$ cat src/design/cde_pkg.sv
// Shared types, field widths and operation codes for the cursor deque engine.
`default_nettype none

package cde_pkg;

   // Default number of element cells in the row
   localparam int CAPACITY_DEF = 64;

   // Field widths of the request and response words
   localparam int KIND_W   = 4;
   localparam int VALUE_W  = 32;
   localparam int STATUS_W = 2;
   localparam int COUNT_W  = 7;
   localparam int POS_W    = 7;
   localparam int RSP_W    = STATUS_W + COUNT_W + POS_W + 3 * VALUE_W;

   // Operation kinds carried on req_tuser
   localparam logic [KIND_W-1:0] KIND_QUERY      = 4'd0;
   localparam logic [KIND_W-1:0] KIND_PREPEND    = 4'd1;
   localparam logic [KIND_W-1:0] KIND_APPEND     = 4'd2;
   localparam logic [KIND_W-1:0] KIND_INS_BEFORE = 4'd3;
   localparam logic [KIND_W-1:0] KIND_INS_AFTER  = 4'd4;
   localparam logic [KIND_W-1:0] KIND_DEL_FRONT  = 4'd5;
   localparam logic [KIND_W-1:0] KIND_DEL_BACK   = 4'd6;
   localparam logic [KIND_W-1:0] KIND_DEL_CURSOR = 4'd7;
   localparam logic [KIND_W-1:0] KIND_TO_FRONT   = 4'd8;
   localparam logic [KIND_W-1:0] KIND_TO_BACK    = 4'd9;
   localparam logic [KIND_W-1:0] KIND_STEP_BACK  = 4'd10;
   localparam logic [KIND_W-1:0] KIND_STEP_FWD   = 4'd11;
   localparam logic [KIND_W-1:0] KIND_CLEAR      = 4'd12;

   // Response status codes
   localparam logic [STATUS_W-1:0] STAT_OK    = 2'd0;
   localparam logic [STATUS_W-1:0] STAT_EMPTY = 2'd1;
   localparam logic [STATUS_W-1:0] STAT_NOCUR = 2'd2;
   localparam logic [STATUS_W-1:0] STAT_FULL  = 2'd3;

   // Cursor position reported when the cursor is undefined (minus one)
   localparam logic [POS_W-1:0] CURSOR_NONE = 7'h7F;

   // Shift command broadcast to every cell of the row
   typedef struct packed {
      logic ins;   // open a slot at the position, cells above take their left neighbour
      logic del;   // close the slot at the position, cells above take their right neighbour
   } cell_op_type;

endpackage

`default_nettype wire

$ cat src/design/cde_cell.sv
// One element cell of the row: holds a value, shifts with its neighbours, drives read taps.
`default_nettype none

module cde_cell #(
   parameter int IDX_W = $clog2(cde_pkg::CAPACITY_DEF),
   parameter int INDEX = 0
) (
   input  wire                                 clock,
   input  cde_pkg::cell_op_type                op,
   input  wire        [IDX_W-1:0]              op_pos,
   input  wire signed [cde_pkg::VALUE_W-1:0]   op_value,
   input  wire signed [cde_pkg::VALUE_W-1:0]   left_value,
   input  wire signed [cde_pkg::VALUE_W-1:0]   right_value,
   input  wire        [IDX_W-1:0]              back_idx,
   input  wire        [IDX_W-1:0]              cur_idx,
   output logic signed [cde_pkg::VALUE_W-1:0]  value_out,
   output logic signed [cde_pkg::VALUE_W-1:0]  back_tap,
   output logic signed [cde_pkg::VALUE_W-1:0]  cur_tap
);
   import cde_pkg::*;

   localparam logic [IDX_W-1:0] MY_IDX = IDX_W'(INDEX);

   logic signed [VALUE_W-1:0] value_ff;
   logic signed [VALUE_W-1:0] value_in;

   // Pick the next value from the shift command
   always_comb begin
      value_in = value_ff;
      if (op.ins) begin
         if (MY_IDX > op_pos) begin
            value_in = left_value;
         end else if (MY_IDX == op_pos) begin
            value_in = op_value;
         end
      end else if (op.del) begin
         if (MY_IDX >= op_pos) begin
            value_in = right_value;
         end
      end
   end

   always_ff @(posedge clock) begin
      value_ff <= value_in;
   end

   // Drive the read taps only when this cell is addressed
   assign value_out = value_ff;
   assign back_tap  = (MY_IDX == back_idx) ? value_ff : '0;
   assign cur_tap   = (MY_IDX == cur_idx)  ? value_ff : '0;

endmodule

`default_nettype wire

$ cat config.mk
export PLATFORM = sky130hd
export DESIGN_NAME = cde_cell
export DESIGN_NICKNAME = d
export VERILOG_FILES = /design/src/design/cde_pkg.sv /design/src/design/cde_cell.sv
export SDC_FILE = /design/constraint.sdc
export NUM_CORES = 1
export LEC_CHECK = 0
export BUFFER_PORTS_ARGS = -buffer_cell sky130_fd_sc_hd__buf_2
export CAP_MARGIN = 10
export CORE_AREA = 3 3 81 83
export DETAILED_ROUTE_END_ITERATION = 10
export DIE_AREA = 0 0 84 86
export PLACE_DENSITY = 0.88
export SLEW_MARGIN = 20
export SYNTH_ARGS = -nofsm -noshare
export SYNTH_HDL_FRONTEND = slang
export SYNTH_SLANG_ARGS = --single-unit
$ cat constraint.sdc
create_clock -name clock -period 11.35 [get_ports clock]
set_input_delay 1.135 -clock clock [delete_from_list [all_inputs] [get_ports clock]]
set_output_delay 1.135 -clock clock [all_outputs]
set_load 0.02 [all_outputs]
Word level (Yosys, flattened, before mapping)
Index checks and enable logic that the tools add are counted.

storage, ports and cells
  RAM bits = 0
  register bits = 32
  memory bits (read-only) = 0
  latch bits = 0
  input port bits = 117
  memories = 0
  output and inout port bits = 96

cells by class
  add/sub/neg operators = 0
  $lt $le $gt $ge = 2
  mux-type cells = 7
  shift-type cells = 0
  div/mod/pow operators = 0
  $mul = 0
  equality and inequality tests = 1
  bitwise operators = 0
  reduce and logical (&&, ||, !) cells = 6

operators with widths
  cell                                                               number
  two-way mux 32 bit                                                 7
  zero test 6 bit                                                    3
  greater-or-equal comparator 1 x 6 -> 1 bit (first input constant)  1
  greater-than comparator 1 x 6 -> 1 bit (first input constant)      1
  nonzero test 2 bit                                                 2
  != test 3 x 1 -> 1 bit (second input constant)                     1
  AND reduction 3 bit                                                1

Depth between registers and ports, before layout
Gate-level depths: netlist (run 1).

  depth in word-level cells = 4
  gate-level depth with buffers = 4

Worst setup path before layout (run 1)
Ideal clock, no wire load.

  path type = input to register
  start point = input port op_pos[2]
  end point = register value_ff[0] (netlist: value_out[0]) (enable)
  setup time = 0.505 ns
  buffers on the path = 0
  cell stages on the path = 2
  arrival = 4.724 ns
  path slack = 6.121 ns
  cell sequence = or4_1 > nor4_1

on the way
  word-level cells in the longest chain between the ends = 3
  elaborated cells between the ends (all ways) = 6
  classes of those cells = order compare: 2; eq/ne: 1; reduce/logical: 3

RTL lines
  what                                                                           RTL line        RTL
  start, declared                                                                cde_cell.sv:10  input wire [IDX_W-1:0] op_pos,
  greater-than comparator 1 x 6 -> 1 bit, or another cell as far along           cde_cell.sv:31  if (MY_IDX > op_pos) begin
  != test 3 x 1 -> 1 bit (no source line) or nonzero test 2 bit (tied branches)  --
  AND reduction 3 bit (no source line) *                                         --
  end signal, assigned                                                           cde_cell.sv:44  value_ff <= value_in;
  end, declared                                                                  cde_cell.sv:24  logic signed [VALUE_W-1:0] value_ff;

Mark *: on every way between the ends. The rest lies on a longest branch, timed or not.
A chain may end at the register's enable or synchronous reset.

Final worst setup path (run 1)
  start point = input port cur_idx[1]
  end point = output port cur_tap[9] (netlist name)

on the way
  word-level cells in the longest chain between the ends = 2

RTL lines
  what                RTL line        RTL
  start, declared     cde_cell.sv:15  input wire [IDX_W-1:0] cur_idx,
  zero test 6 bit     cde_cell.sv:50  assign cur_tap = (MY_IDX == cur_idx) ? value_ff : '0;
  two-way mux 32 bit  cde_cell.sv:50
  end, declared       cde_cell.sv:18  output logic signed [cde_pkg::VALUE_W-1:0] cur_tap

Every way passes these cells.

==> results of run 1 <==
## how the worst min path moves through the flow
stage                              start       endpoint  slack, ns  cells past startpoint
after floorplan           right_value[0]   value_out[0]       1.35                      1
after global placement       op_value[4]   value_out[4]       1.44                      2
after detailed placement    op_value[29]  value_out[29]       1.44                      2
after CTS                   op_value[29]  value_out[29]       1.15                      2
after global routing        op_value[21]  value_out[21]       1.15                      2
final                       op_value[29]  value_out[29]       1.16                      2
## stage by stage
stage | total power [mW] | hold WS, ns | util
detailed placement | 0.175 | 1.44 | 0.474
global placement | 0.173 | 1.44 | 0.474
global route | 0.267 | 1.15 | 0.493
CTS | 0.256 | 1.15 | 0.487
floorplan | 0.155 | 1.35 | -
finish | 0.253 | 1.16 | 0.493
## per-layer routing
metal  up-vias  wire, µm  track usage  part of all wire
met3         2       402       0.0355             0.062
met2        89      3620        0.321              0.56
met4         0        24       0.0395            0.0037
met5         -         0            0                 0
met1       941      2420        0.191              0.37
li1        919         -            -                 -
## cells by family (layout without fill, tap and decap cells)
kind of cell,count (synthesis),count (layout)
buf+inv,16,190
simple gates,71,71
flops,32,32
mux,32,32
## worst max-delay path: cells and delay by family
family	cells	cell delay [ns]
AND/OR/NAND/NOR	2	0.80
buffers and inverters	3	0.61
## power breakdown
part	leakage (nW)	switching, mW	internal (mW)	total (mW)
sequential	0.288	0.000749	0.132	0.133
combinational	1.35	0.0184	0.0212	0.0396
clock	0.0410	0.0388	0.0416	0.0804
## cell usage in the layout, fill, tap and decap left out, types with 2 or more instances in the layout
cell type    n
nor4_4       2
buf_2      180
and3_2       4
edfxtp_1    32
mux2_2      32
and3_1      60
clkbuf_8     7
## area by class of cell
type	instances	area (µm²)	share of cell area
Tap cell	75	93.8	0.0322
Sequential cell	32	961	0.329
Clock inverter	1	5.00	0.00172
Clock buffer	6	72.6	0.0249
Timing Repair Buffer	183	936	0.321
Multi-Input combinational cell	103	850	0.291
==> impl_metrics.yaml, run 1 <==
logic_synthesis:
  synthArstFlopShare: 0
  synthSimpleGateAreaFrac: 0.248
  synth-edff-count: 32
  synth_area_um2: 1900
  dominantRegCellSynth: "edfxtp_1"
  syn_area_per_cell_um2: 12.6
  syn_nets: 268
  synthAdderAreaFrac: 0
  yosys_warnings: 0
  synth_xor_area_frac: 0
  synth_compound_area_frac: 0
  synth_top_family_by_area: "simple AND/OR/NAND/NOR gates"
  synthMuxAreaShare: 0.189
  synthTopCellsByArea: "edfxtp_1 (50%), and3_1 (20%), mux2_2 (19%)"
  ys_types: 11
  synth.yosys.seq_area_share: 0.505
  synth_commonest_cells: "and3_1 (60), edfxtp_1 (32), mux2_2 (32), buf_6 (6), clkbuf_1 (6)"
  syn_inst: 151
  synth_top_area_share: 0.505
  synth.ff_latch_count: 32
  yosys.cell_count.top_type: "and3_1"
  synth_area_leader_cell: "edfxtp_1"
critical_path:
  crit_path_end: "cur_tap[9]"
  critPathKind: "in2out"
  worst_path_max_delay_cell: "nor4_4"
  critical_path_required_ns: 10.22
  crit_top_cell: "buf_2"
  crit_chain: "buf_2 -> nor4_4 -> clkbuf_8 -> and3_1 -> buf_2"
  cp-startpoint: "cur_idx[1]"
  cp_max_fo: 19
  critical_path_arrival_ns: 2.57
  cp-end-kind: "output pin"
  critPathLaunchType: "primary input"
  critical_path.max_stage_delay_ns: 0.61
detailed_routing:
  post-route-drc-count: 0
  avgViaCountPerCell: 4.88
  wl_per_cell_um: 16.2
  dr.pass1.iters: 4
  ant_nets: 0
  drt-initial-drc-count: 68
  drt-total-wl_um: 6470
  vias: 1951
min_path:
  hold_path_class: "in2reg"
clock_network:
  cts_buffers: 5
  postCtsHoldBufs: 0
  cts_root_buf: "clkbuf_8"
  cts_tree: "done"
  cts_sinks: 32
  cts_setup_buffers: 0
  clockBufferDepth: 2
  cts.htree.levels: 2
  cts_resized: 0
  clkTransAtPathRegs_ns: 0.06
global_route:
  overflow: 0
  grtUsageTotal: 0.168
  grt_pass1_vias: 1923
  antenna_found_initial: 0
  grt_first_pass_wirelength_um: 9600
  grt_max_degree: 34
timing:
  slew_headroom: 0.261
  hold_viol: 0
  setup_viol: 0
  setup_ws_ns: 7.65
  fin_crit_sh: 0.326
  report.final.slew_viol_count: 0
  min_period_ns: 3.70
  fmax_mhz: 270
  rsz0062_at_grt: "false"
  tightest_slew_ns: 1.11
  setup_tns_ns: 0
layout:
  drive_above_1_share: 0.708
  diodes: 0
  fin_area_um2: 2920
  syn_to_final_growth_pct: 53.2
  fin_cells: 400
  largest_reg_flops: 32
  num-fill-cells: 545
  nets: 442
placement:
  hpwl_um: 4810
  numPortBuffers: 180
  place_area_um2: 2810
  pre_cts_slack_ns: 7.34
  place_inst: 391
  place_congestion: 0.731
floorplanning:
  die_area_um2: 7220
  die_h_um: 86
  num_rows: 28
  die_width_um: 84
  io_pins: 213
  fp.coreArea_um2: 5920
  initial_core_util: 0.322
power:
  max-vdd-ir-drop_uv: 57.8
  power_density_nw_per_um2: 86.7
  power.static_leakage_nw: 1.68
run_status:
  status: "finished, final reports clean"
run:
  maxCapViolCount: 0
No activity file was read; power rests on OpenSTA's default activity.
==> run 2: changes to the inputs <==
--- a/config.mk
+++ b/config.mk
@@ -5,12 +5,13 @@
 export SDC_FILE = /design/constraint.sdc
 export NUM_CORES = 1
 export LEC_CHECK = 0
+export ABC_AREA = 1
 export BUFFER_PORTS_ARGS = -buffer_cell sky130_fd_sc_hd__buf_2
 export CAP_MARGIN = 10
-export CORE_AREA = 3 3 81 83
+export CORE_MARGIN = 3
+export CORE_UTILIZATION = 31
 export DETAILED_ROUTE_END_ITERATION = 10
-export DIE_AREA = 0 0 84 86
-export PLACE_DENSITY = 0.88
+export PLACE_DENSITY = 0.89
 export SLEW_MARGIN = 20
 export SYNTH_ARGS = -nofsm -noshare
 export SYNTH_HDL_FRONTEND = slang
==> constraint.sdc (replaced) <==
create_clock -name clock -period 3.37 [get_ports clock]
set_input_delay 0.337 -clock clock [delete_from_list [all_inputs] [get_ports clock]]
set_output_delay 0.337 -clock clock [all_outputs]
set_load 0.02 [all_outputs]
==> impl_metrics.yaml, run 2 <==
layout:
  num-fill-cells: 553
  fin_area_um2: 2910
  largest_reg_flops: 32
  multi_input_area_um2: 599
  syn_to_final_growth_pct: 53.2
  final_cell_mix: "buf_2 (180), nor2_1 (71), inv_1 (64)"
  utilization: 0.509
  final_common_cell: "buf_2"
  nets: 543
  diodes: 0
  drive_above_1_share: 0.452
  seqCellArea_um2: 961
floorplanning:
  num_rows: 27
  fp.coreArea_um2: 5710
  io_pins: 213
  die_h_um: 84.2
  die_area_um2: 7090
  die_width_um: 84.2
  initial_core_util: 0.332
logic_synthesis:
  dominantRegCellSynth: "edfxtp_1"
  synthTopCellsByArea: "edfxtp_1 (51%), nor2_1 (14%), inv_1 (13%)"
  syn_area_per_cell_um2: 7.56
  synth_commonest_cells: "nor2_1 (72), inv_1 (64), nand2_1 (33), o21ai_0 (33), edfxtp_1 (32)"
  synth.ff_latch_count: 32
  ys_types: 11
  syn_inst: 251
  synth.yosys.seq_area_share: 0.507
  synth-edff-count: 32
  syn_nets: 368
  synth_area_leader_cell: "edfxtp_1"
  synthArstFlopShare: 0
  synth_top_area_share: 0.507
  yosys.cell_count.top_type: "nor2_1"
  synth_area_um2: 1900
  yosys_warnings: 0
power:
  power_density_nw_per_um2: 317
  power.static_leakage_nw: 1.80
  switching_power_mw: 0.202
  max-vdd-ir-drop_uv: 296
  intPower_mw: 0.720
  p_comb_frac: 0.127
  clock_power_share: 0.388
  seq_power_share: 0.485
  swShare: 0.219
run:
  maxCapViolCount: 0
timing:
  fmax_mhz: 500
  setup_tns_ns: 0
  slew_headroom: 0.396
  fin_crit_sh: 0.593
  rsz0062_at_grt: "false"
  setup_viol: 0
  whs_ns: 0.338
  min_period_ns: 2.00
  report.final.slew_viol_count: 0
  tightest_slew_ns: 0.904
  hold_viol: 0
run_status:
  status: "finished, final reports clean"
detailed_routing:
  ant_nets: 0
  wl_per_cell_um: 12.4
  post-route-drc-count: 0
  drt-initial-drc-count: 59
  drt-total-wl_um: 6180
  dr.pass1.iters: 4
  avgViaCountPerCell: 4.39
  vias: 2192
clock_network:
  postCtsHoldBufs: 0
  cts_buffers: 5
  clockBufferDepth: 2
  clkTransAtPathRegs_ns: 0.07
  cts_sinks: 32
  cts.htree.levels: 2
  cts_tree: "done"
  cts_root_buf: "clkbuf_8"
  cts_setup_buffers: 0
  cts_resized: 0
global_route:
  grt_max_degree: 65
  grt_pass1_vias: 2165
  grtUsageTotal: 0.169
  grt_first_pass_wirelength_um: 9650
  antenna_found_initial: 0
  overflow: 0
placement:
  numPortBuffers: 180
  hpwl_um: 4860
  place_congestion: 0.802
  place_area_um2: 2800
critical_path:
  critical_path_arrival_ns: 1.66
  cp-end-kind: "output pin"
  critical_path.max_stage_delay_ns: 0.58
  critPathLaunchType: "primary input"
  worst_path_max_delay_cell: "nand3_2"
  cp_max_fo: 32
  critPathKind: "in2out"
  critical_path_required_ns: 3.03
  crit_chain: "buf_2 -> nor2_1 -> nand3_2 -> nor2_1 -> buf_2"
min_path:
  hold_path_class: "in2reg"
run 2: cell types whose count changed after synthesis, sizes merged:
cell / change
buf: +2
or4: -1
mux2: -32
nand2: +33
inv: +64
nor2: +71
nor4: -3
clkbuf: -5
nand3: +2
and3: -64
o21ai: +33
run 2: layer usage:
layer	GRT usage	vias up	share of wire
li1	-	1093	-
met2	0.318	112	0.54
met4	0.0789	0	0.021
met3	0.0491	12	0.082
met1	0.171	975	0.36
met5	0	-	0
run 2: final cells by class:
class                   instances  area share
inverters                      64      0.0827
clock buffers                   6      0.0250
flip-flops and latches         32       0.331
clock inverters                 2      0.0121
multi-input cells             142       0.206
repair buffers                181       0.313
well taps                      72      0.0310
run 2: logic make-up (layout without fill, tap and decap cells):
group / count (synthesis) / after routing / share of synthesized area
AND/OR/NAND/NOR: 109 / 109 / 0.225
buffers and inverters: 77 / 253 / 0.181
AO/OA/AOI/OAI: 33 / 33 / 0.0871
flip-flops: 32 / 32 / 0.507
run 2: worst max-delay path, delay by kind of cell:
family                 cells  cell delay (ns)
buffers and inverters      2             0.31
and+or+nand+nor            3             1.01
run 2: final timing paths:
kind                            to   startpoint  cells past startpoint  slack, ns
worst max-delay path   back_tap[8]  back_idx[5]                      5       1.37
worst min-delay path  value_out[6]  op_value[6]                      3       0.34
run 2: stage by stage:
step / power (mW) / instances / setup slack (ns)
finish: 0.922 / 499 / 1.37
global route: 0.969 / 499 / 1.23
CTS: 0.932 / 499 / 1.37
detailed placement: 0.573 / 491 / 1.38
global placement: 0.567 / 491 / 1.47
floorplan: 0.510 / 251 / 1.05
run 2: power groups by stage:
| stage | combinational, mW | sequential [mW] | clock, mW |
|---|---|---|---|
| after floorplan | 0.0499 | 0.460 | 0 |
| after global placement | 0.112 | 0.456 | 0 |
| after detailed placement | 0.118 | 0.456 | 0 |
| after CTS | 0.118 | 0.447 | 0.367 |
| after global routing | 0.132 | 0.447 | 0.389 |
| final | 0.117 | 0.447 | 0.358 |
