$ cat src/design/cde_pkg.sv
// Shared types, field widths and operation codes for the cursor deque engine.
`default_nettype none

package cde_pkg;

   // Default number of element cells in the row
   localparam int CAPACITY_DEF = 64;

   // Field widths of the request and response words
   localparam int KIND_W   = 4;
   localparam int VALUE_W  = 32;
   localparam int STATUS_W = 2;
   localparam int COUNT_W  = 7;
   localparam int POS_W    = 7;
   localparam int RSP_W    = STATUS_W + COUNT_W + POS_W + 3 * VALUE_W;

   // Operation kinds carried on req_tuser
   localparam logic [KIND_W-1:0] KIND_QUERY      = 4'd0;
   localparam logic [KIND_W-1:0] KIND_PREPEND    = 4'd1;
   localparam logic [KIND_W-1:0] KIND_APPEND     = 4'd2;
   localparam logic [KIND_W-1:0] KIND_INS_BEFORE = 4'd3;
   localparam logic [KIND_W-1:0] KIND_INS_AFTER  = 4'd4;
   localparam logic [KIND_W-1:0] KIND_DEL_FRONT  = 4'd5;
   localparam logic [KIND_W-1:0] KIND_DEL_BACK   = 4'd6;
   localparam logic [KIND_W-1:0] KIND_DEL_CURSOR = 4'd7;
   localparam logic [KIND_W-1:0] KIND_TO_FRONT   = 4'd8;
   localparam logic [KIND_W-1:0] KIND_TO_BACK    = 4'd9;
   localparam logic [KIND_W-1:0] KIND_STEP_BACK  = 4'd10;
   localparam logic [KIND_W-1:0] KIND_STEP_FWD   = 4'd11;
   localparam logic [KIND_W-1:0] KIND_CLEAR      = 4'd12;

   // Response status codes
   localparam logic [STATUS_W-1:0] STAT_OK    = 2'd0;
   localparam logic [STATUS_W-1:0] STAT_EMPTY = 2'd1;
   localparam logic [STATUS_W-1:0] STAT_NOCUR = 2'd2;
   localparam logic [STATUS_W-1:0] STAT_FULL  = 2'd3;

   // Cursor position reported when the cursor is undefined (minus one)
   localparam logic [POS_W-1:0] CURSOR_NONE = 7'h7F;

   // Shift command broadcast to every cell of the row
   typedef struct packed {
      logic ins;   // open a slot at the position, cells above take their left neighbour
      logic del;   // close the slot at the position, cells above take their right neighbour
   } cell_op_type;

endpackage

`default_nettype wire

$ cat src/design/cde_ctrl.sv
// Sequencer: takes request words, keeps length and cursor, drives the cell row, forms responses.
`default_nettype none

module cde_ctrl #(
   parameter int CAPACITY = cde_pkg::CAPACITY_DEF
) (
   input  wire                                  clock,
   input  wire                                  reset,
   input  wire                                  req_tvalid,
   output logic                                 req_tready,
   input  wire        [cde_pkg::VALUE_W-1:0]    req_tdata,
   input  wire        [cde_pkg::KIND_W-1:0]     req_tuser,
   output logic                                 rsp_tvalid,
   input  wire                                  rsp_tready,
   output logic       [cde_pkg::RSP_W-1:0]      rsp_tdata,
   output cde_pkg::cell_op_type                 op,
   output logic       [$clog2(CAPACITY)-1:0]    op_pos,
   output logic signed [cde_pkg::VALUE_W-1:0]   op_value,
   output logic       [$clog2(CAPACITY)-1:0]    back_idx,
   output logic       [$clog2(CAPACITY)-1:0]    cur_idx,
   input  wire signed [cde_pkg::VALUE_W-1:0]    head_value,
   input  wire signed [cde_pkg::VALUE_W-1:0]    back_value,
   input  wire signed [cde_pkg::VALUE_W-1:0]    cur_value
);
   import cde_pkg::*;

   localparam int IDX_W = $clog2(CAPACITY);
   localparam int CNT_W = $clog2(CAPACITY + 1);

   localparam logic [1:0] S_IDLE = 2'd0;
   localparam logic [1:0] S_EXEC = 2'd1;
   localparam logic [1:0] S_SEL  = 2'd2;
   localparam logic [1:0] S_FIN  = 2'd3;

   logic [1:0]                state_ff, state_in;
   logic [KIND_W-1:0]         kind_ff, kind_in;
   logic signed [VALUE_W-1:0] value_ff, value_in;
   logic [CNT_W-1:0]          len_ff, len_in;
   logic                      def_ff, def_in;
   logic [IDX_W-1:0]          idx_ff, idx_in;
   logic [STATUS_W-1:0]       stat_ff, stat_in;
   logic signed [VALUE_W-1:0] front_sel_ff, back_sel_ff, cur_sel_ff;
   logic                      rsp_valid_ff, rsp_valid_in;
   logic [RSP_W-1:0]          rsp_data_ff;
   logic                      slot_free;

   logic             is_empty;
   logic             is_full;
   logic [CNT_W-1:0] len_m1;
   logic [CNT_W-1:0] len_p1;
   logic [IDX_W-1:0] idx_p1;
   logic [IDX_W-1:0] idx_m1;
   logic             cur_at_front;
   logic             cur_at_back;
   logic [POS_W-1:0] pos_field;

   // Conditions on the list as it stands before the operation
   assign is_empty     = (len_ff == '0);
   assign is_full      = (len_ff == CNT_W'(CAPACITY));
   assign len_m1       = len_ff - 1'b1;
   assign len_p1       = len_ff + 1'b1;
   assign idx_p1       = IDX_W'(idx_ff + 1'b1);
   assign idx_m1       = IDX_W'(idx_ff - 1'b1);
   assign cur_at_front = (idx_ff == '0);
   assign cur_at_back  = (CNT_W'(idx_ff) == len_m1);
   assign slot_free    = !rsp_valid_ff || rsp_tready;

   // Sequence one word through execute, tap select and result load
   always_comb begin
      state_in = state_ff;
      kind_in  = kind_ff;
      value_in = value_ff;
      len_in   = len_ff;
      def_in   = def_ff;
      idx_in   = idx_ff;
      stat_in  = stat_ff;
      op       = '0;
      op_pos   = '0;
      unique case (state_ff)
         S_IDLE: begin
            if (req_tvalid) begin
               kind_in  = req_tuser;
               value_in = req_tdata;
               state_in = S_EXEC;
            end
         end
         S_EXEC: begin
            stat_in  = STAT_OK;
            state_in = S_SEL;
            unique case (kind_ff)
               KIND_PREPEND: begin
                  if (is_full) begin
                     stat_in = STAT_FULL;
                  end else begin
                     op.ins = 1'b1;
                     len_in = len_p1;
                     if (def_ff) begin
                        idx_in = idx_p1;
                     end
                  end
               end
               KIND_APPEND: begin
                  if (is_full) begin
                     stat_in = STAT_FULL;
                  end else begin
                     op.ins = 1'b1;
                     op_pos = IDX_W'(len_ff);
                     len_in = len_p1;
                  end
               end
               KIND_INS_BEFORE, KIND_INS_AFTER: begin
                  priority if (is_empty) begin
                     stat_in = STAT_EMPTY;
                  end else if (!def_ff) begin
                     stat_in = STAT_NOCUR;
                  end else if (is_full) begin
                     stat_in = STAT_FULL;
                  end else begin
                     op.ins = 1'b1;
                     len_in = len_p1;
                     if (kind_ff == KIND_INS_BEFORE) begin
                        op_pos = idx_ff;
                        idx_in = idx_p1;
                     end else begin
                        op_pos = idx_p1;
                     end
                  end
               end
               KIND_DEL_FRONT: begin
                  if (is_empty) begin
                     stat_in = STAT_EMPTY;
                  end else begin
                     op.del = 1'b1;
                     len_in = len_m1;
                     if (def_ff) begin
                        if (cur_at_front) begin
                           def_in = 1'b0;
                        end else begin
                           idx_in = idx_m1;
                        end
                     end
                  end
               end
               KIND_DEL_BACK: begin
                  // The last element simply falls off the end of the length
                  if (is_empty) begin
                     stat_in = STAT_EMPTY;
                  end else begin
                     len_in = len_m1;
                     if (def_ff && cur_at_back) begin
                        def_in = 1'b0;
                     end
                  end
               end
               KIND_DEL_CURSOR: begin
                  if (!def_ff) begin
                     stat_in = STAT_NOCUR;
                  end else begin
                     op.del = 1'b1;
                     op_pos = idx_ff;
                     len_in = len_m1;
                     def_in = 1'b0;
                  end
               end
               KIND_TO_FRONT: begin
                  if (is_empty) begin
                     stat_in = STAT_EMPTY;
                  end else begin
                     def_in = 1'b1;
                     idx_in = '0;
                  end
               end
               KIND_TO_BACK: begin
                  if (is_empty) begin
                     stat_in = STAT_EMPTY;
                  end else begin
                     def_in = 1'b1;
                     idx_in = IDX_W'(len_m1);
                  end
               end
               KIND_STEP_BACK: begin
                  if (!def_ff) begin
                     stat_in = STAT_NOCUR;
                  end else if (cur_at_front) begin
                     def_in = 1'b0;
                  end else begin
                     idx_in = idx_m1;
                  end
               end
               KIND_STEP_FWD: begin
                  if (!def_ff) begin
                     stat_in = STAT_NOCUR;
                  end else if (cur_at_back) begin
                     def_in = 1'b0;
                  end else begin
                     idx_in = idx_p1;
                  end
               end
               KIND_CLEAR: begin
                  len_in = '0;
                  def_in = 1'b0;
               end
               default: begin
                  // query and unused kinds leave the list alone
               end
            endcase
         end
         S_SEL: begin
            state_in = S_FIN;
         end
         S_FIN: begin
            if (slot_free) begin
               state_in = S_IDLE;
            end
         end
      endcase
   end

   // Hold the response until taken, refill from the finishing word
   always_comb begin
      rsp_valid_in = rsp_valid_ff;
      if (state_ff == S_FIN && slot_free) begin
         rsp_valid_in = 1'b1;
      end else if (rsp_tready) begin
         rsp_valid_in = 1'b0;
      end
   end

   assign pos_field = def_ff ? POS_W'(idx_ff) : CURSOR_NONE;

   always_ff @(posedge clock) begin
      if (reset) begin
         state_ff     <= S_IDLE;
         len_ff       <= '0;
         def_ff       <= 1'b0;
         idx_ff       <= '0;
         rsp_valid_ff <= 1'b0;
      end else begin
         state_ff     <= state_in;
         len_ff       <= len_in;
         def_ff       <= def_in;
         idx_ff       <= idx_in;
         rsp_valid_ff <= rsp_valid_in;
      end
   end

   always_ff @(posedge clock) begin
      kind_ff  <= kind_in;
      value_ff <= value_in;
      stat_ff  <= stat_in;
      // Capture the tapped values once the row has settled
      if (state_ff == S_SEL) begin
         front_sel_ff <= is_empty ? '0 : head_value;
         back_sel_ff  <= is_empty ? '0 : back_value;
         cur_sel_ff   <= def_ff ? cur_value : '0;
      end
      if (state_ff == S_FIN && slot_free) begin
         rsp_data_ff <= {cur_sel_ff, back_sel_ff, front_sel_ff, pos_field,
                         COUNT_W'(len_ff), stat_ff};
      end
   end

   assign req_tready = (state_ff == S_IDLE);
   assign rsp_tvalid = rsp_valid_ff;
   assign rsp_tdata  = rsp_data_ff;
   assign op_value   = value_ff;
   assign back_idx   = IDX_W'(len_m1);
   assign cur_idx    = idx_ff;

endmodule

`default_nettype wire

$ cat config.mk
export PLATFORM = sky130hd
export DESIGN_NAME = cde_ctrl
export DESIGN_NICKNAME = d
export VERILOG_FILES = /design/src/design/cde_pkg.sv /design/src/design/cde_ctrl.sv
export SDC_FILE = /design/constraint.sdc
export NUM_CORES = 1
export LEC_CHECK = 0
export ABC_AREA = 1
export BUFFER_PORTS_ARGS = -buffer_cell sky130_fd_sc_hd__buf_2
export CORE_UTILIZATION = 46
export DETAILED_ROUTE_END_ITERATION = 8
export GPL_ROUTABILITY_DRIVEN = 0
export PLACE_DENSITY = 0.72
export SYNTH_ARGS = -nofsm -noshare
export SYNTH_HDL_FRONTEND = slang
export SYNTH_SLANG_ARGS = --single-unit
$ cat constraint.sdc
create_clock -name clock -period 7.7 [get_ports clock]
set_input_delay 1.54 -clock clock [delete_from_list [all_inputs] [get_ports clock]]
set_output_delay 1.54 -clock clock [all_outputs]
set_load 0.05 [all_outputs]
# Word-level counts from Yosys, hierarchy flattened

Cells that the tools add are included.

Word-level logic and storage cells: 132
Output and inout bits: 166
Flip-flop bits (word level): 263

Add/sub/neg operators: 4
Muxes and demuxes: 57
Equal/unequal tests: 35
Reductions and logical operators: 23

Operators with widths:

| kind                | count |
|---|---|
| $mux 6              | 20 |
| $mux 7              | 6 |
| $pmux 6 s7          | 1 |
| $ne 2x2->1 const B  | 18 |
| $pmux 7 s5          | 1 |
| $eq 4x4->1 const B  | 5 |
| $pmux 6 s3          | 1 |
| $eq 4x3->1 const B  | 4 |
| $mux 1              | 16 |
| $pmux 2 s4          | 2 |
| $mux 2              | 7 |
| $reduce_and 13->1   | 1 |
| $reduce_and 6->1    | 2 |
| $reduce_or 2->1     | 5 |
| $eq 4x2->1 const B  | 2 |
| $add 7x1->7 const B | 1 |
| $eq 6x7->1          | 1 |
| $eq 7x7->1 const B  | 1 |
| $logic_not 7->1     | 1 |
| $reduce_bool 7->1   | 1 |
| $sub 7x1->7 const B | 1 |
| $add 6x1->6 const B | 1 |
| $logic_not 6->1     | 1 |
| $pmux 1 s6          | 1 |
| 15 further kinds    | 19 |

# Longest topological paths before layout

Depth in word-level cells: 7
Depth in mapped cells: 16
Mapped depth without buffers: 16

# Least setup slack after synthesis

No wires, ideal clock.

Path kind: input to register
Start point: input port rsp_tready
End point: register rsp_data_ff[0], in the netlist rsp_tdata[0] (enable)
Setup time: 619 ps
Buffers on the path: 0
Slack: 131 ps
Stages on the path: 2
Arrival: 6950 ps
Data required time: 7081 ps
Cells stage by stage: inv_1 -> a21oi_1

Longest elaborated chain between the ends: 2

RTL lines:

| item                 | RTL line        | RTL |
|---|---|---|
| from (decl)          | cde_ctrl.sv:14  | `input wire rsp_tready,` |
| $logic_or 1x1->1     | cde_ctrl.sv:66  | `assign slot_free = !rsp_valid_ff \|\| rsp_tready;` |
| $logic_and 1x1->1    | cde_ctrl.sv:257 | `if (state_ff == S_FIN && slot_free) begin` |
| to (signal assigned) | cde_ctrl.sv:258 | `rsp_data_ff <= {cur_sel_ff, back_sel_ff, front_sel_ff, pos_field,` |
| to (decl)            | cde_ctrl.sv:44  | `logic [RSP_W-1:0] rsp_data_ff;` |

Every way passes these cells.
A chain may end at the register's enable or synchronous reset.

# Worst setup path after layout

Start point: register len_ff[0]
End point: output port op_pos[1]

Longest elaborated chain between the ends: 6
Elaborated cells on any way between the ends: 8

RTL lines:

| item                   | RTL line        | RTL |
|---|---|---|
| from (decl)            | cde_ctrl.sv:38  | `logic [CNT_W-1:0] len_ff, len_in;` |
| from (signal assigned) | cde_ctrl.sv:240 | `len_ff <= len_in;` |
| $eq 7x7->1             | cde_ctrl.sv:59  | `assign is_full = (len_ff == CNT_W'(CAPACITY));` |
| $mux 6                 | cde_ctrl.sv:116 | `end else if (is_full) begin` |
| $mux 6                 | cde_ctrl.sv:114 | `end else if (!def_ff) begin` |
| $mux 6                 | cde_ctrl.sv:112 | `priority if (is_empty) begin` |
| $pmux 6 s3 *           | cde_ctrl.sv:90  | `unique case (kind_ff)` |
| $mux 6 *               | cde_ctrl.sv:79  | `unique case (state_ff)` |
| to (decl)              | cde_ctrl.sv:17  | `output logic [$clog2(CAPACITY)-1:0] op_pos,` |

Every way passes the cells marked *; elsewhere a longest branch is shown, timed or not.

==> run_results.csv <==
group,metric,value,unit
die,dieArea,0.0226,mm2
finish,fin_cells,1404,
placed_design,numPortBuffers,301,
clocking,clk_pin_slew_worst_paths,0.06,ns
synthesis,ys_ff_latch,263,
drt,drt_pre_antenna_iters,6,
drt,vias_per_cell,4.90,
drt,ant_nets,0,
die,initial_core_util,47.6,%
global_route,grt_usage,19.0,%
power_and_ir_drop,p_sw_share,37.7,%
drt,routed-via-count,6873,
finish,final_nets,1253,
min_path,hold-path-endpoint,"rsp_tdata[17]",
setup_path,cp_slowest_cell,"dfxtp_1",
timing,finalSetupViolations,0,
drt,wirelength,22300,um
clocking,cts_hold_buf,0,
setup_path,max_stage_delay,0.43,ns
timing,max_freq,0.228,GHz
setup_path,crit_type,"reg2out",
synthesis,synth_nets,936,
timing,finalSetupTns,0,ns
timing,finalCritPeriodShare,56.9,%
timing,maxSlewViolCount,0,
placed_design,pre_cts_ws,3.91,ns
clocking,cts_made_buffers,26,
setup_path,rrSetupSlack,4.99,ns
timing,fin_crit,4.38,ns
clocking,cts_tree,"yes",
clocking,cts_resized,0,
timing,rsz0062_at_grt,"no",
setup_path,worstPathCellList,"clkinv_1 -> ha_1 -> nand3_2 -> nand2_1 -> inv_1 -> nand2_1 -> o311ai_0 -> nand2_1 -> inv_1 -> buf_2",
die,num_rows,53,
global_route,grt_antenna_before_repair,2,
power_and_ir_drop,power.switching,1.89,mW
synthesis,synth-warning-count,0,
global_route,grt_pass1_vias,6616,
clocking,cts.sinks,263,
synthesis,synthMostInstantiatedCell,"edfxtp_1",
placed_design,hpwl,15900,um
power_and_ir_drop,pwr-share-seq,43.8,%
power_and_ir_drop,total_power,5.02,mW
setup_path,cp.required,6.16,ns
setup_path,r2r_start,"len_ff[0]",
setup_path,r2r_end,"len_ff[1]",
power_and_ir_drop,power_density,392,mW/mm2
synthesis,synth_flop_cell,"edfxtp_1",
status,status,"finished, final reports clean",
drt,wl_per_cell,15.9,um
synthesis,synth.yosys.seq_area_share,76.2,%
clocking,clkLatencyLatePin,0.53,ns
power_and_ir_drop,internal_power,3.13,mW
clocking,cts_buffer_depth,3,
timing,setup_ws,3.32,ns
power_and_ir_drop,vdd_drop_max,261,uV
clocking,cts_setup_buffers,0,
job,drv_cap,0,
synthesis,syn_inst,791,
min_path,min_path_type,"reg2reg",
synthesis,synth_common_cells,"246 x edfxtp_1, 142 x inv_1, 118 x nand2_1, 108 x nor2_1, 29 x o21ai_0",
timing,fin_skew,0.00932,ns
drt,drcViolationCount,0,
synthesis,synth_edf_count,246,
finish,final_core_util,60.1,%
timing,final_hold_viol_count,0,
die,die_w,150,um
setup_path,cp_num_cells,10,
clocking,htree_num_levels,1,
die,ios,302,
timing,worstMarginPinSlew,0.834,ns
drt,first_iter_violations,453,
finish,layout-drive-gt1-share,32.3,%
global_route,grt_pass1_wl,32900,um
setup_path,cp.arrival,2.84,ns
setup_path,cp_max_fo,11,
power_and_ir_drop,comb_power_share,31.8,%
synthesis,synth-async-reset-ratio,0,%
power_and_ir_drop,leakage,5.66,nW
die,core_area,0.0213,mm2
die,die_h,150,um
synthesis,synth.largest_area_cell,"edfxtp_1",
min_path,hold_depth,0,
power_and_ir_drop,p_clk_share,24.5,%
synthesis,ys_top_cells_by_area,"edfxtp_1 73%, inv_1 5.3%, nand2_1 4.4%, nor2_1 4.0%, dfxtp_1 3.4%",
setup_path,crit_path_end_kind,"output port",
synthesis,synth_top_area_share,72.8,%
min_path,min_from,"front_sel_ff[1]",
setup_path,crit_family,"buffers and inverters",
global_route,grt_max_degree,68,
finish,syn_to_final_growth,26.1,%
timing,relSlewSlack,44.4,%
synthesis,syn-cell-area,0.0101,mm2
global_route,gr-total-overflow,0,
setup_path,worstRegToRegCells,11,
clocking,root_buffer,"clkbuf_16",
setup_path,worstSetupStartpointType,"register",
synthesis,syn_area_per_cell,12.8,um2
synthesis,ys_types,38,
placed_design,placedCellCount,1355,
setup_path,path_buf_inv,4,
setup_path,crit_top_cell,"nand2_1",
## metrics by stage
stage,cell area [um2],hold WS (ns)
2_1_floorplan,10100,0.400
3_3_place_gp,12000,0.400
3_5_place_dp,12000,0.405
4_1_cts,12800,0.418
5_1_grt,12800,0.420
6_report,12800,0.414
## flip-flops by register name, indices dropped and copies added (netlist names), 2 cells and up
signal / flops
state_ff: 2
back_sel_ff: 32
stat_ff: 2
len_ff: 7
kind_ff: 4
op_value: 32
front_sel_ff: 32
cur_idx: 6
cur_sel_ff: 32
rsp_tdata: 112
## how the worst max path moves through the flow
stage / to / startpoint / slack, ns
2_1_floorplan: rsp_tdata[0] / rsp_tready / 0.13
3_3_place_gp: op_pos[1] / len_ff[0] / 3.97
3_5_place_dp: op_pos[1] / len_ff[0] / 3.91
4_1_cts: op_pos[1] / len_ff[0] / 3.32
5_1_grt: op_pos[1] / len_ff[0] / 3.07
6_report: op_pos[1] / len_ff[0] / 3.32
## power groups by stage
| stage | Sequential (mW) | Combinational, mW | Clock, mW |
|---|---|---|---|
| 2_1_floorplan | 2.64 | 0.784 | 0 |
| 3_3_place_gp | 2.21 | 1.56 | 0 |
| 3_5_place_dp | 2.23 | 1.60 | 0 |
| 4_1_cts | 2.20 | 1.61 | 1.26 |
| 5_1_grt | 2.23 | 1.72 | 1.30 |
| 6_report | 2.20 | 1.59 | 1.23 |
## cell families after synthesis
family | Yosys count | synth area share (%)
simple gates | 267 | 10.9
flops | 263 | 76.2
buf+inv | 169 | 6.63
compound gates | 73 | 4.27
xor+xnor | 10 | 0.864
fa+ha+maj | 9 | 1.11
## layer usage
metal  global-route usage (%)  vias to the layer above  share of wire (%)
met4                     8.08                        2                4.2
met2                     32.2                      374                 48
li1                         -                     3277                  -
met3                     5.27                       74                 11
met5                        0                        -              0.067
met1                     22.7                     3146                 38
## placed cells by master, fill, tap and decap left out, types with 3 or more instances in the layout
| master | n |
|---|---|
| clkinv_1 | 11 |
| nand3_1 | 17 |
| nand2_2 | 4 |
| ha_1 | 8 |
| buf_4 | 6 |
| clkinv_2 | 5 |
| inv_1 | 142 |
| clkbuf_16 | 26 |
| edfxtp_1 | 246 |
| dfxtp_1 | 17 |
| o22ai_1 | 8 |
| o21ai_0 | 29 |
| o211ai_1 | 4 |
| nand4_1 | 4 |
| nand2_1 | 118 |
| clkbuf_1 | 6 |
| bufinv_16 | 3 |
| a31oi_1 | 3 |
| nor2_1 | 108 |
| xor2_1 | 9 |
| a21oi_1 | 16 |
| inv_2 | 4 |
| nor3_1 | 5 |
| buf_2 | 301 |
| nand3_2 | 3 |
## worst register-to-register path: stages (launching register included)
cell and delay [ns]:
dfxtp_1 0.43, clkinv_1 0.31, ha_1 0.36, nand3_2 0.15
nor2_4 0.04, buf_4 0.32, nand2_1 0.14, inv_1 0.06
o22ai_1 0.16, nand3_2 0.27, o21ai_0 0.30, a21oi_1 0.06
## layout make-up
type	instances	area (um2)
diodes	1	2.50
clock buffers	32	673
clock inverters	16	160
fillers	1668	8490
inverters	151	568
multi-input cells	359	1770
flip-flops and latches	263	7730
well taps	275	344
repair buffers	307	1550
(Power assumes the default switching activity.)
